### config.mk
export PLATFORM = sky130hd
export DESIGN_NAME = fire_smoke_intrusion_alarm_control
export DESIGN_NICKNAME = d
export VERILOG_FILES = /design/src/rtl/fsiac_pkg.sv /design/src/rtl/fire_smoke_intrusion_alarm_control.sv /design/src/rtl/fsiac_cfg.sv /design/src/rtl/fsiac_step.sv
export SDC_FILE = /design/constraint.sdc
export NUM_CORES = 1
export LEC_CHECK = 0
export BUFFER_PORTS_ARGS = -buffer_cell sky130_fd_sc_hd__buf_4
export CAP_MARGIN = 5
export CORE_UTILIZATION = 60
export CTS_BUF_LIST = sky130_fd_sc_hd__clkbuf_2 sky130_fd_sc_hd__clkbuf_4 sky130_fd_sc_hd__clkbuf_8
export CTS_CLUSTER_SIZE = 16
export DETAILED_ROUTE_END_ITERATION = 6
export GPL_TIMING_DRIVEN = 0
export HOLD_SLACK_MARGIN = 0.08
export PLACE_DENSITY = 0.84
export SETUP_SLACK_MARGIN = 0.4
export SLEW_MARGIN = 10
export SYNTH_ARGS = -nofsm -noshare
export SYNTH_HDL_FRONTEND = slang
export SYNTH_HIERARCHICAL = 1
export SYNTH_SLANG_ARGS = --single-unit
### constraint.sdc
create_clock -name clk -period 13.4 [get_ports clk]
set_clock_uncertainty 0.05 [all_clocks]
set_input_delay 2.68 -clock clk [delete_from_list [all_inputs] [get_ports clk]]
set_output_delay 2.68 -clock clk [all_outputs]
set_load 0.05 [all_outputs]
### src/rtl/fsiac_pkg.sv
// Shared types, codes and scaling helpers for the alarm panel controller.
// Used by fsiac_cfg, fsiac_step and fire_smoke_intrusion_alarm_control.
`default_nettype none

package fsiac_pkg;

  // Event kinds; code three acts as a poll
  localparam logic [1:0] FUNC_TICK  = 2'd0;
  localparam logic [1:0] FUNC_PULSE = 2'd1;
  localparam logic [1:0] FUNC_POLL  = 2'd2;

  // Configuration register indexes
  localparam int unsigned CFG_IDX_W = 3;
  localparam int unsigned CFG_DATA_W = 9;
  localparam logic [CFG_IDX_W-1:0] REG_FIRE_ON   = 3'd0;
  localparam logic [CFG_IDX_W-1:0] REG_FIRE_OFF  = 3'd1;
  localparam logic [CFG_IDX_W-1:0] REG_SMOKE_ON  = 3'd2;
  localparam logic [CFG_IDX_W-1:0] REG_SMOKE_OFF = 3'd3;
  localparam logic [CFG_IDX_W-1:0] REG_PULSES    = 3'd4;
  localparam logic [CFG_IDX_W-1:0] REG_TICKS     = 3'd5;

  // Register reset values
  localparam logic [8:0] FIRE_ON_RST   = 9'd60;
  localparam logic [8:0] FIRE_OFF_RST  = 9'd30;
  localparam logic [6:0] SMOKE_ON_RST  = 7'd60;
  localparam logic [6:0] SMOKE_OFF_RST = 7'd30;
  localparam logic [3:0] PULSES_RST    = 4'd10;
  localparam logic [3:0] TICKS_RST     = 4'd6;

  // Bit positions inside the output latch word
  localparam int unsigned NUM_LATCH  = 10;
  localparam int unsigned B_ALARM    = 0;
  localparam int unsigned B_LIGHT    = 1;
  localparam int unsigned B_EXHAUST  = 2;
  localparam int unsigned B_EMERG    = 3;
  localparam int unsigned B_SIREN    = 4;
  localparam int unsigned B_NORMAL   = 5;
  localparam int unsigned B_INTRUDER = 6;
  localparam int unsigned B_FIRELED  = 7;
  localparam int unsigned B_SMOKELED = 8;
  localparam int unsigned B_GUARDLED = 9;

  // Reciprocal constants: floor(adc*500/255) and floor(adc*100/255)
  // are exact for every 8-bit reading as (adc*K) >> 16.
  localparam logic [16:0] TEMP_RECIP  = 17'd128502;
  localparam logic [14:0] SMOKE_RECIP = 15'd25701;

  typedef struct packed {
    logic [8:0] fire_on_level;
    logic [8:0] fire_off_level;
    logic [6:0] smoke_on_level;
    logic [6:0] smoke_off_level;
    logic [3:0] pulses_to_trip;
    logic [3:0] ticks_per_sample;
  } cfg_t;

  typedef struct packed {
    logic [1:0] func;
    logic       disarm_held;
    logic       guard_off;
    logic [7:0] temp_sample;
    logic [7:0] smoke_sample;
  } item_t;

  typedef struct packed {
    logic [3:0]           pulse_count;
    logic [3:0]           tick_count;
    logic                 fire_active;
    logic                 smoke_active;
    logic                 intrusion_active;
    logic                 sample_pending;
    logic                 sampler_running;
    logic [NUM_LATCH-1:0] latches;
    logic [8:0]           temp_latched;
    logic [6:0]           smoke_latched;
  } state_t;

  // Temperature reading to 0..500
  function automatic logic [8:0] scale_temp(input logic [7:0] adc);
    logic [24:0] prod;
    prod = 25'(adc) * 25'(TEMP_RECIP);
    return prod[24:16];
  endfunction

  // Smoke reading to 0..100 percent
  function automatic logic [6:0] scale_smoke(input logic [7:0] adc);
    logic [22:0] prod;
    prod = 23'(adc) * 23'(SMOKE_RECIP);
    return prod[22:16];
  endfunction

endpackage

`default_nettype wire

### src/rtl/fire_smoke_intrusion_alarm_control.sv
// Top level of the alarm panel controller: input register, panel state
// register (which also serves as the result register) and handshakes.
// Depends on fsiac_pkg, fsiac_cfg and fsiac_step.
//
//   Channel  Handshake              Payload
//   in       in_valid / in_ready    func, disarm_held, guard_off, temp_sample,
//                                   smoke_sample
//   out      out_valid / out_ready  alarm_out .. guard_led, temperature_shown,
//                                   smoke_shown
//   cfg      cfg_we                 cfg_index, cfg_data
//
// One event per cycle sustained while results are taken; out_valid rises once
// the event has passed the input register and then the event logic into the
// state register.
// The critical path is one 8x17 constant multiply plus a threshold compare.
// Reset (synchronous, rst high) empties both stages and restores defaults.
// A stalled result holds the state register; one more event waits in the
// input register, and in_ready drops only when both are occupied.
`default_nettype none

module fire_smoke_intrusion_alarm_control (
  input  wire logic                            clk,
  input  wire logic                            rst,
  // Event channel
  input  wire logic                            in_valid,
  output      logic                            in_ready,
  input  wire logic [1:0]                      func,
  input  wire logic                            disarm_held,
  input  wire logic                            guard_off,
  input  wire logic [7:0]                      temp_sample,
  input  wire logic [7:0]                      smoke_sample,
  // Result channel
  output      logic                            out_valid,
  input  wire logic                            out_ready,
  output      logic                            alarm_out,
  output      logic                            light_out,
  output      logic                            exhaust_out,
  output      logic                            emergency_out,
  output      logic                            siren_out,
  output      logic                            normal_led,
  output      logic                            intruder_led,
  output      logic                            fire_led,
  output      logic                            smoke_led,
  output      logic                            guard_led,
  output      logic [8:0]                      temperature_shown,
  output      logic [6:0]                      smoke_shown,
  // Configuration write port
  input  wire logic                            cfg_we,
  input  wire logic [fsiac_pkg::CFG_IDX_W-1:0]  cfg_index,
  input  wire logic [fsiac_pkg::CFG_DATA_W-1:0] cfg_data
);

  fsiac_pkg::cfg_t   cfg;
  fsiac_pkg::item_t  item;
  fsiac_pkg::state_t st;
  fsiac_pkg::state_t st_next;
  logic              item_valid;
  logic              advance;

  fsiac_cfg u_cfg (
    .clk       (clk),
    .rst       (rst),
    .cfg_we    (cfg_we),
    .cfg_index (cfg_index),
    .cfg_data  (cfg_data),
    .cfg       (cfg)
  );

  fsiac_step u_step (
    .cfg     (cfg),
    .item    (item),
    .st      (st),
    .st_next (st_next)
  );

  // Move the held event into the state when the result slot is free
  assign advance  = item_valid && (!out_valid || out_ready);
  assign in_ready = !item_valid || advance;

  // Input register
  always_ff @(posedge clk) begin
    if (rst) begin
      item_valid <= 1'b0;
    end else if (in_ready) begin
      item_valid <= in_valid;
    end
  end

  always_ff @(posedge clk) begin
    if (in_valid && in_ready) begin
      item.func         <= func;
      item.disarm_held  <= disarm_held;
      item.guard_off    <= guard_off;
      item.temp_sample  <= temp_sample;
      item.smoke_sample <= smoke_sample;
    end
  end

  // Panel state; its latches and shown values are the result payload
  always_ff @(posedge clk) begin
    if (rst) begin
      st.pulse_count      <= 4'd0;
      st.tick_count       <= 4'd0;
      st.fire_active      <= 1'b0;
      st.smoke_active     <= 1'b0;
      st.intrusion_active <= 1'b0;
      st.sample_pending   <= 1'b1;
      st.sampler_running  <= 1'b0;
      st.latches          <= '0;
      st.temp_latched     <= 9'd0;
      st.smoke_latched    <= 7'd0;
    end else if (advance) begin
      st <= st_next;
    end
  end

  // Result valid: set on advance, drop once taken
  always_ff @(posedge clk) begin
    if (rst) begin
      out_valid <= 1'b0;
    end else if (advance) begin
      out_valid <= 1'b1;
    end else if (out_ready) begin
      out_valid <= 1'b0;
    end
  end

  assign alarm_out         = st.latches[fsiac_pkg::B_ALARM];
  assign light_out         = st.latches[fsiac_pkg::B_LIGHT];
  assign exhaust_out       = st.latches[fsiac_pkg::B_EXHAUST];
  assign emergency_out     = st.latches[fsiac_pkg::B_EMERG];
  assign siren_out         = st.latches[fsiac_pkg::B_SIREN];
  assign normal_led        = st.latches[fsiac_pkg::B_NORMAL];
  assign intruder_led      = st.latches[fsiac_pkg::B_INTRUDER];
  assign fire_led          = st.latches[fsiac_pkg::B_FIRELED];
  assign smoke_led         = st.latches[fsiac_pkg::B_SMOKELED];
  assign guard_led         = st.latches[fsiac_pkg::B_GUARDLED];
  assign temperature_shown = st.temp_latched;
  assign smoke_shown       = st.smoke_latched;

`ifndef SYNTH
  // A pending sample is always taken in the same event that sets it by tick
  a_pending_not_running: assert property (@(posedge clk) disable iff (rst)
    !(st.sample_pending && st.sampler_running))
    else $error("sample pending while sampler running");

  // Actuators track the condition flags
  a_actuators_track: assert property (@(posedge clk) disable iff (rst)
    (emergency_out == st.fire_active) && (siren_out == st.fire_active) &&
    (exhaust_out == st.smoke_active))
    else $error("actuator latch out of step with condition flag");

  // Disarm clears all latches and fire/smoke flags
  a_disarm_clears: assert property (@(posedge clk) disable iff (rst)
    advance && item.disarm_held |=>
      (st.latches == '0) && !st.fire_active && !st.smoke_active)
    else $error("disarm did not clear the panel");

  // Normal LED never lit with intrusion latched
  a_normal_no_intrusion: assert property (@(posedge clk) disable iff (rst)
    normal_led |-> !st.intrusion_active)
    else $error("normal LED lit during intrusion");

  // Input stalls only with both stages full and the result not taken
  a_ready_stall: assert property (@(posedge clk) disable iff (rst)
    !in_ready |-> (item_valid && out_valid && !out_ready))
    else $error("input stalled without cause");
`endif

endmodule

`default_nettype wire

### src/rtl/fsiac_cfg.sv
// Configuration register file for the alarm panel controller.
// Depends on fsiac_pkg for register indexes, reset values and cfg_t.
`default_nettype none

module fsiac_cfg (
  input  wire logic                           clk,
  input  wire logic                           rst,
  input  wire logic                           cfg_we,
  input  wire logic [fsiac_pkg::CFG_IDX_W-1:0] cfg_index,
  input  wire logic [fsiac_pkg::CFG_DATA_W-1:0] cfg_data,
  output fsiac_pkg::cfg_t                     cfg
);

  // Write one register per enabled cycle; unknown indexes are dropped
  always_ff @(posedge clk) begin
    if (rst) begin
      cfg.fire_on_level    <= fsiac_pkg::FIRE_ON_RST;
      cfg.fire_off_level   <= fsiac_pkg::FIRE_OFF_RST;
      cfg.smoke_on_level   <= fsiac_pkg::SMOKE_ON_RST;
      cfg.smoke_off_level  <= fsiac_pkg::SMOKE_OFF_RST;
      cfg.pulses_to_trip   <= fsiac_pkg::PULSES_RST;
      cfg.ticks_per_sample <= fsiac_pkg::TICKS_RST;
    end else if (cfg_we) begin
      unique case (cfg_index)
        fsiac_pkg::REG_FIRE_ON:   cfg.fire_on_level    <= cfg_data;
        fsiac_pkg::REG_FIRE_OFF:  cfg.fire_off_level   <= cfg_data;
        fsiac_pkg::REG_SMOKE_ON:  cfg.smoke_on_level   <= cfg_data[6:0];
        fsiac_pkg::REG_SMOKE_OFF: cfg.smoke_off_level  <= cfg_data[6:0];
        fsiac_pkg::REG_PULSES:    cfg.pulses_to_trip   <= cfg_data[3:0];
        fsiac_pkg::REG_TICKS:     cfg.ticks_per_sample <= cfg_data[3:0];
        default: ;
      endcase
    end
  end

endmodule

`default_nettype wire

### src/rtl/fsiac_step.sv
// Next-state logic for one panel event: pulses, ticks, sampling with
// hysteresis, status LEDs and guard handling. Depends on fsiac_pkg.
`default_nettype none

module fsiac_step (
  input  wire fsiac_pkg::cfg_t   cfg,
  input  wire fsiac_pkg::item_t  item,
  input  wire fsiac_pkg::state_t st,
  output fsiac_pkg::state_t      st_next
);

  // Refresh status LEDs from the condition flags
  function automatic logic [fsiac_pkg::NUM_LATCH-1:0] status_leds(
    input logic [fsiac_pkg::NUM_LATCH-1:0] l_in,
    input logic fire,
    input logic smoke,
    input logic intr
  );
    logic [fsiac_pkg::NUM_LATCH-1:0] l;
    l = l_in;
    if (!fire && !smoke && !intr) begin
      l[fsiac_pkg::B_NORMAL]   = 1'b1;
      l[fsiac_pkg::B_SMOKELED] = 1'b0;
      l[fsiac_pkg::B_FIRELED]  = 1'b0;
    end
    if (smoke && !fire) begin
      l[fsiac_pkg::B_SMOKELED] = 1'b1;
      l[fsiac_pkg::B_NORMAL]   = 1'b0;
      l[fsiac_pkg::B_FIRELED]  = 1'b0;
    end
    if (fire && !smoke) begin
      l[fsiac_pkg::B_FIRELED]  = 1'b1;
      l[fsiac_pkg::B_NORMAL]   = 1'b0;
      l[fsiac_pkg::B_SMOKELED] = 1'b0;
    end
    if (fire && smoke) begin
      l[fsiac_pkg::B_FIRELED]  = 1'b1;
      l[fsiac_pkg::B_SMOKELED] = 1'b1;
      l[fsiac_pkg::B_NORMAL]   = 1'b0;
    end
    if (intr) begin
      l[fsiac_pkg::B_INTRUDER] = 1'b1;
      l[fsiac_pkg::B_NORMAL]   = 1'b0;
      l[fsiac_pkg::B_SMOKELED] = 1'b0;
    end
    return l;
  endfunction

  logic [3:0] pulse_lim;
  logic [3:0] tick_lim;
  logic [3:0] pulse_inc;
  logic [3:0] tick_inc;
  logic [8:0] temp_scaled;
  logic [6:0] smoke_scaled;

  // Zero limits behave as one
  assign pulse_lim = (cfg.pulses_to_trip == 4'd0) ? 4'd1 : cfg.pulses_to_trip;
  assign tick_lim  = (cfg.ticks_per_sample == 4'd0) ? 4'd1 : cfg.ticks_per_sample;
  assign pulse_inc = 4'(st.pulse_count + 4'd1);
  assign tick_inc  = 4'(st.tick_count + 4'd1);

  assign temp_scaled  = fsiac_pkg::scale_temp(item.temp_sample);
  assign smoke_scaled = fsiac_pkg::scale_smoke(item.smoke_sample);

  always_comb begin
    st_next = st;
    if (item.disarm_held) begin
      // Disarm: reinitialize, keep intrusion, counters and shown values
      st_next.sample_pending  = 1'b1;
      st_next.sampler_running = 1'b0;
      st_next.latches         = '0;
      st_next.fire_active     = 1'b0;
      st_next.smoke_active    = 1'b0;
    end else begin
      // Intrusion pulse or timer tick
      if (item.func == fsiac_pkg::FUNC_PULSE && !item.guard_off && !st.intrusion_active) begin
        st_next.pulse_count = pulse_inc;
        if (pulse_inc >= pulse_lim) begin
          st_next.latches[fsiac_pkg::B_ALARM] = 1'b1;
          st_next.latches[fsiac_pkg::B_LIGHT] = 1'b1;
          st_next.intrusion_active = 1'b1;
          st_next.pulse_count      = 4'd0;
          st_next.latches = status_leds(st_next.latches, st_next.fire_active,
                                        st_next.smoke_active, 1'b1);
        end
      end else if (item.func == fsiac_pkg::FUNC_TICK && st.sampler_running) begin
        st_next.tick_count = tick_inc;
        if (tick_inc >= tick_lim) begin
          st_next.sample_pending = 1'b1;
          st_next.tick_count     = 4'd0;
        end
      end

      // Pending sample with on/off hysteresis
      if (st_next.sample_pending) begin
        st_next.sample_pending  = 1'b0;
        st_next.sampler_running = 1'b1;
        st_next.temp_latched    = temp_scaled;
        st_next.smoke_latched   = smoke_scaled;
        if (temp_scaled > cfg.fire_on_level && !st_next.fire_active) begin
          st_next.fire_active = 1'b1;
          st_next.latches[fsiac_pkg::B_ALARM] = 1'b1;
          st_next.latches[fsiac_pkg::B_EMERG] = 1'b1;
          st_next.latches[fsiac_pkg::B_SIREN] = 1'b1;
        end
        if (temp_scaled < cfg.fire_off_level && st_next.fire_active) begin
          st_next.fire_active = 1'b0;
          st_next.latches[fsiac_pkg::B_ALARM] = 1'b0;
          st_next.latches[fsiac_pkg::B_EMERG] = 1'b0;
          st_next.latches[fsiac_pkg::B_SIREN] = 1'b0;
        end
        if (smoke_scaled > cfg.smoke_on_level && !st_next.smoke_active) begin
          st_next.smoke_active = 1'b1;
          st_next.latches[fsiac_pkg::B_EXHAUST] = 1'b1;
        end
        if (smoke_scaled < cfg.smoke_off_level && st_next.smoke_active) begin
          st_next.smoke_active = 1'b0;
          st_next.latches[fsiac_pkg::B_EXHAUST] = 1'b0;
        end
        st_next.latches = status_leds(st_next.latches, st_next.fire_active,
                                      st_next.smoke_active, st_next.intrusion_active);
      end

      // Guard switch: off with intrusion latched reinitializes the panel
      if (!item.guard_off) begin
        st_next.latches[fsiac_pkg::B_GUARDLED] = 1'b1;
      end else begin
        st_next.latches[fsiac_pkg::B_GUARDLED] = 1'b0;
        if (st_next.intrusion_active) begin
          st_next.sample_pending   = 1'b1;
          st_next.sampler_running  = 1'b0;
          st_next.latches          = '0;
          st_next.fire_active      = 1'b0;
          st_next.smoke_active     = 1'b0;
          st_next.intrusion_active = 1'b0;
        end
      end
    end
  end

endmodule

`default_nettype wire

Word-level counts from Yosys, hierarchy flattened
Cells that the tools add are included.
- register bits after elaboration: 101
- input bits: 37
- output and inout bits: 28
- word-level logic and storage cells: 140
- $add $sub $neg: 2
- multipliers: 2
- order comparisons: 6
- equality and inequality tests: 6
- mux-type cells: 56
- bitwise logic cells: 2
- reduce and logical (&&, ||, !) cells: 43
- operators by type and width (operator ; count):
    $mux 1 ; 34
    $mux 27 ; 1
    $mux 9 ; 3
    $mul 8x16->24 const B ; 1
    $mul 8x15->23 const B ; 1
    $mux 2 ; 10
    $logic_and 1x1->1 ; 17
    $mux 4 ; 4
    $mux 15 ; 1
    $reduce_and 2->1 ; 7
    $mux 12 ; 1
    $mux 10 ; 1
    $gt 9x9->1 ; 1
    $logic_not 1->1 ; 9
    $lt 9x9->1 ; 1
    $add 4x1->4 const B ; 2
    $ge 4x4->1 ; 2
    $logic_not 4->1 ; 2
    $gt 7x7->1 ; 1
    $lt 7x7->1 ; 1
    $eq 3x2->1 const B ; 2
    $eq 3x3->1 const B ; 2
    $reduce_and 3->1 ; 2
    $mux 5 ; 1
    8 further kinds ; 10

Depth between registers and ports, before layout
- word-level depth: 26
- mapped depth: 27
- mapped depth without buffers: 27

Hierarchy
Netlist, hierarchy kept.
- by module, submodules not included (module ; times used ; cells an instance ; area an instance (µm²) ; sequential area each (µm²)):
    fsiac_step ; 1 ; 628 ; 5201.2 ; 0.0
    fire_smoke_intrusion_alarm_control ; 1 ; 215 ; 2546.2 ; 1421.4
    fsiac_cfg ; 1 ; 153 ; 1600.3 ; 800.8

Worst setup path before layout
Ideal clock, no wire load.
- path type: register -> register
- from: register item[10] (netlist name)
- to: register normal_led (netlist name)
- setup time: 0.072 ns
- arrival time: 5.798 ns
- data required time: 13.278 ns
- slack: 7.480 ns
- cell stages (with the launch flop): 28
- path buffers: 0
- clock period less this slack: 5.920 ns
- cells stage by stage: edfxtp_1 fa_1 inv_1 fa_1 inv_1 fa_1 inv_1 fa_1 inv_1 ha_1 o21ai_0 a211oi_1 o2111ai_1 a31oi_1 o21a_1 nor2_1 xnor2_1 ha_1 a21o_1 a21o_1 a21oi_1 nand2_1 a41oi_1 a311o_1 o2111ai_1 a21oi_1 nand2b_1 mux2i_1

==> out/summary.txt <==
Initial DRC count -> 288
Largest net degree at the start of global routing -> 18
Post-Synthesis Cells -> 996
YS warnings -> 6
Grt ovf -> 0
Fmax -> 139 MHz
Hold_buf cts -> 0
Worst-path clk slew -> 100 ps
Initial Utilization -> 61.5%
Critical Path RT -> 13,670 ps
Busiest grt layer -> met2
# setup viols final -> 0
First-pass GRT wire length -> 33,200 um
Fraction of layout instances using a drive strength above 1 -> 11.9%
Most used flip-flop cell after synthesis -> dfxtp_1
Finished Layout Cells -> 1,264
FF+latch count, synth -> 101
Final WL -> 20,000 um
Antenna Nets Post-Route -> 0
Worst-path fanout max -> 5
Worst hold path class -> reg2reg
Setup slack, reg-to-reg -> 6220 ps
Most frequent cells in the layout -> 155 x inv_1, 141 x ha_1, 110 x nand2b_1
Hold Path Sink -> u_cfg/cfg[27]$_SDFFE_PP0P_
Number of I/O pins -> 65
Port Buffer Count -> 63
M3 GR Usage -> 4.98%
CP peak stage delay -> 750 ps
Max-cap viol count -> 0
Ys async rst share -> 0%
Core footprint -> 15,200 um^2
GRT Overall Usage -> 26.2%
Initial antenna violation count -> 0
Placer Congestion -> 0.887
Hold Path Origin -> u_cfg/cfg[27]$_SDFFE_PP0P_
# placed instances -> 1,248
Via-per-instance ratio -> 5.51
Crit path capture type -> register
Setup Total Neg Slack -> 0 ps
Die area -> 16,100 um^2
Net Count, Synth -> 1,233
Nets -> 1,308
Slew Viols, Final -> 0
FF-to-FF End -> siren_out$_SDFFE_PP0P_
FP Rows -> 45
Leakage power -> 5.19 nW
Die width -> 127 um
CTS buffer count -> 9
Final period util -> 53.6%
CTS tree -> yes
Register area share after synthesis -> 23.8%
Chip Height -> 127 um
Critical Path Start Type -> register
Number of synthesized flops with an enable pin -> 20
First drt pass iteration count -> 4
Drt drc -> 0
R2r startpoint -> item[10]$_DFFE_PP_
Peak VDD IR -> 0.0996 mV
PwrDens -> 150 nW/um^2
CTS Root Cell -> clkbuf_8
Hpwl dp -> 16,200 um
Via Count -> 6,965
Critical path type -> reg2reg
Sink Count -> 101
H-tree levels -> 3
Actual slew at the worst max-slew pin -> 735 ps
Final-report hold violation count -> 0
Status -> complete, no violations
Setup bufs post-CTS -> 0
Min Clock Period, post-route -> 7180 ps
Ant diodes -> 0
Area of the mapped netlist -> 9350 um^2
Unrepaired setup endpoints after global routing -> false
Avg WL per Cell -> 15.8 um
Clock Tree Buf Depth -> 2
Skew-Pair Late Insertion Delay -> 390 ps
Rel. slew slack -> 50.6%
Vias in the first global route -> 6,970
Area Overhead vs Synth -> 9.92%
Met1 Use GR -> 32.2%
Met2 Use GR -> 46.2%
FF-to-FF path depth -> 25
Post-CTS Resized -> 0
Critical Path AT -> 7450 ps
Hold Path Stages -> 2
Synth Area per Inst -> 9.39 um^2
Commonest non-fill, non-tap cell in the layout -> inv_1
Crit path max-delay cell type -> fa_1
Yosys cell types -> 68
-- cells by family (layout without fill, tap and decap cells) --
group / after synthesis / after routing / synth area share, %
AOI/OAI and AO/OA: 107 / 107 / 7.75
xor gates and xnor gates: 18 / 18 / 1.69
adders and majority gates: 200 / 200 / 31.5
buffers and inverters: 200 / 280 / 9.14
DFF: 101 / 101 / 23.8
muxes: 89 / 89 / 9.65
and+or+nand+nor: 281 / 281 / 16.5
-- how the worst max path moves through the flow --
stage,depth (start not counted),from,endpoint
2_1_floorplan,27,item[10]$_DFFE_PP_,normal_led$_SDFFE_PP0P_
3_3_place_gp,25,item[10]$_DFFE_PP_,emergency_out$_SDFFE_PP0P_
3_5_place_dp,25,item[10]$_DFFE_PP_,emergency_out$_SDFFE_PP0P_
4_1_cts,25,item[10]$_DFFE_PP_,siren_out$_SDFFE_PP0P_
5_1_grt,25,item[10]$_DFFE_PP_,siren_out$_SDFFE_PP0P_
6_report,25,item[10]$_DFFE_PP_,siren_out$_SDFFE_PP0P_
-- stage by stage --
stage	cell area (um^2)	total power, mW	hold slack [ps]	setup WS [ps]	util, %
after floorplan	9350	1.08	399	7480	-
after global placement	10100	1.29	411	6450	66.1
after detailed placement	10100	1.32	416	6370	66.2
after CTS	10300	1.54	437	6320	67.6
after global routing	10300	1.68	463	5790	67.6
final	10300	1.54	434	6220	67.6
-- sequential cells by signal, summed over array words and instances (netlist names) --
register and count:
intruder_led 1, out_valid 1, smoke_shown 7, normal_led 1, temperature_shown 9, fire_led 1
light_out 1, item 20, item_valid 1, smoke_led 1, exhaust_out 1, siren_out 1
alarm_out 1, guard_led 1, emergency_out 1, st 13, u_cfg/cfg 40
-- cells in the mapped netlist (3+ instances only) --
cell / count / area [um^2]
nor3_1: 9 / 45.0
dfxtp_1: 81 / 1620
inv_1: 155 / 582
a21o_1: 18 / 135
fa_1: 59 / 1180
and3_1: 3 / 18.8
nand2_1: 51 / 191
mux2i_1: 80 / 801
edfxtp_1: 20 / 601
buf_4: 19 / 143
a211oi_1: 5 / 37.5
o21a_1: 6 / 45.0
xor2_1: 10 / 87.6
o2111ai_1: 3 / 26.3
a21oi_1: 27 / 135
nand4_1: 6 / 37.5
nand4b_1: 3 / 26.3
nand3_1: 8 / 40.0
nor2_1: 57 / 214
nor2b_1: 9 / 56.3
xnor2_1: 8 / 70.1
and4_1: 3 / 26.3
clkbuf_1: 20 / 75.1
ha_1: 141 / 1760
nand2b_1: 110 / 688
o21ai_0: 20 / 100
a31oi_1: 3 / 18.8
mux2_2: 9 / 101
-- final cells by class --
| type | instances | area [um^2] |
|---|---|---|
| flip-flops and latches | 101 | 2220 |
| multi-input cells | 695 | 6270 |
| plain buffers | 44 | 269 |
| inverters | 156 | 586 |
| clock buffers | 11 | 139 |
| fillers | 1214 | 4930 |
| clock inverters | 5 | 65.1 |
| repair buffers | 64 | 484 |
| well taps | 188 | 235 |
-- power by group --
group / internal, mW / switching, mW / leakage [nW] / total, mW
clock: 0.0932 / 0.115 / 0.107 / 0.209
sequential: 0.329 / 0.0188 / 0.852 / 0.348
combinational: 0.407 / 0.575 / 4.24 / 0.982
total: 0.829 / 0.709 / 5.19 / 1.54
-- per-layer routing --
metal | routed length [um] | vias up
met5 | 0 | -
met4 | 495 | 0
met3 | 783 | 42
met2 | 9990 | 151
met1 | 8750 | 3334
li1 | - | 3438
-- critical path: cells and delay by family, from the launching register on --
family | cells | cell delay, ps
AND/OR/NAND/NOR | 3 | 250
AO/OA/AOI/OAI | 10 | 2350
flip-flops | 1 | 530
buffers and inverters | 4 | 270
XOR/XNOR | 1 | 480
adder cells (fa/ha/maj) | 6 | 3050
multiplexers | 1 | 120
Power figures use the tool's default switching activity.
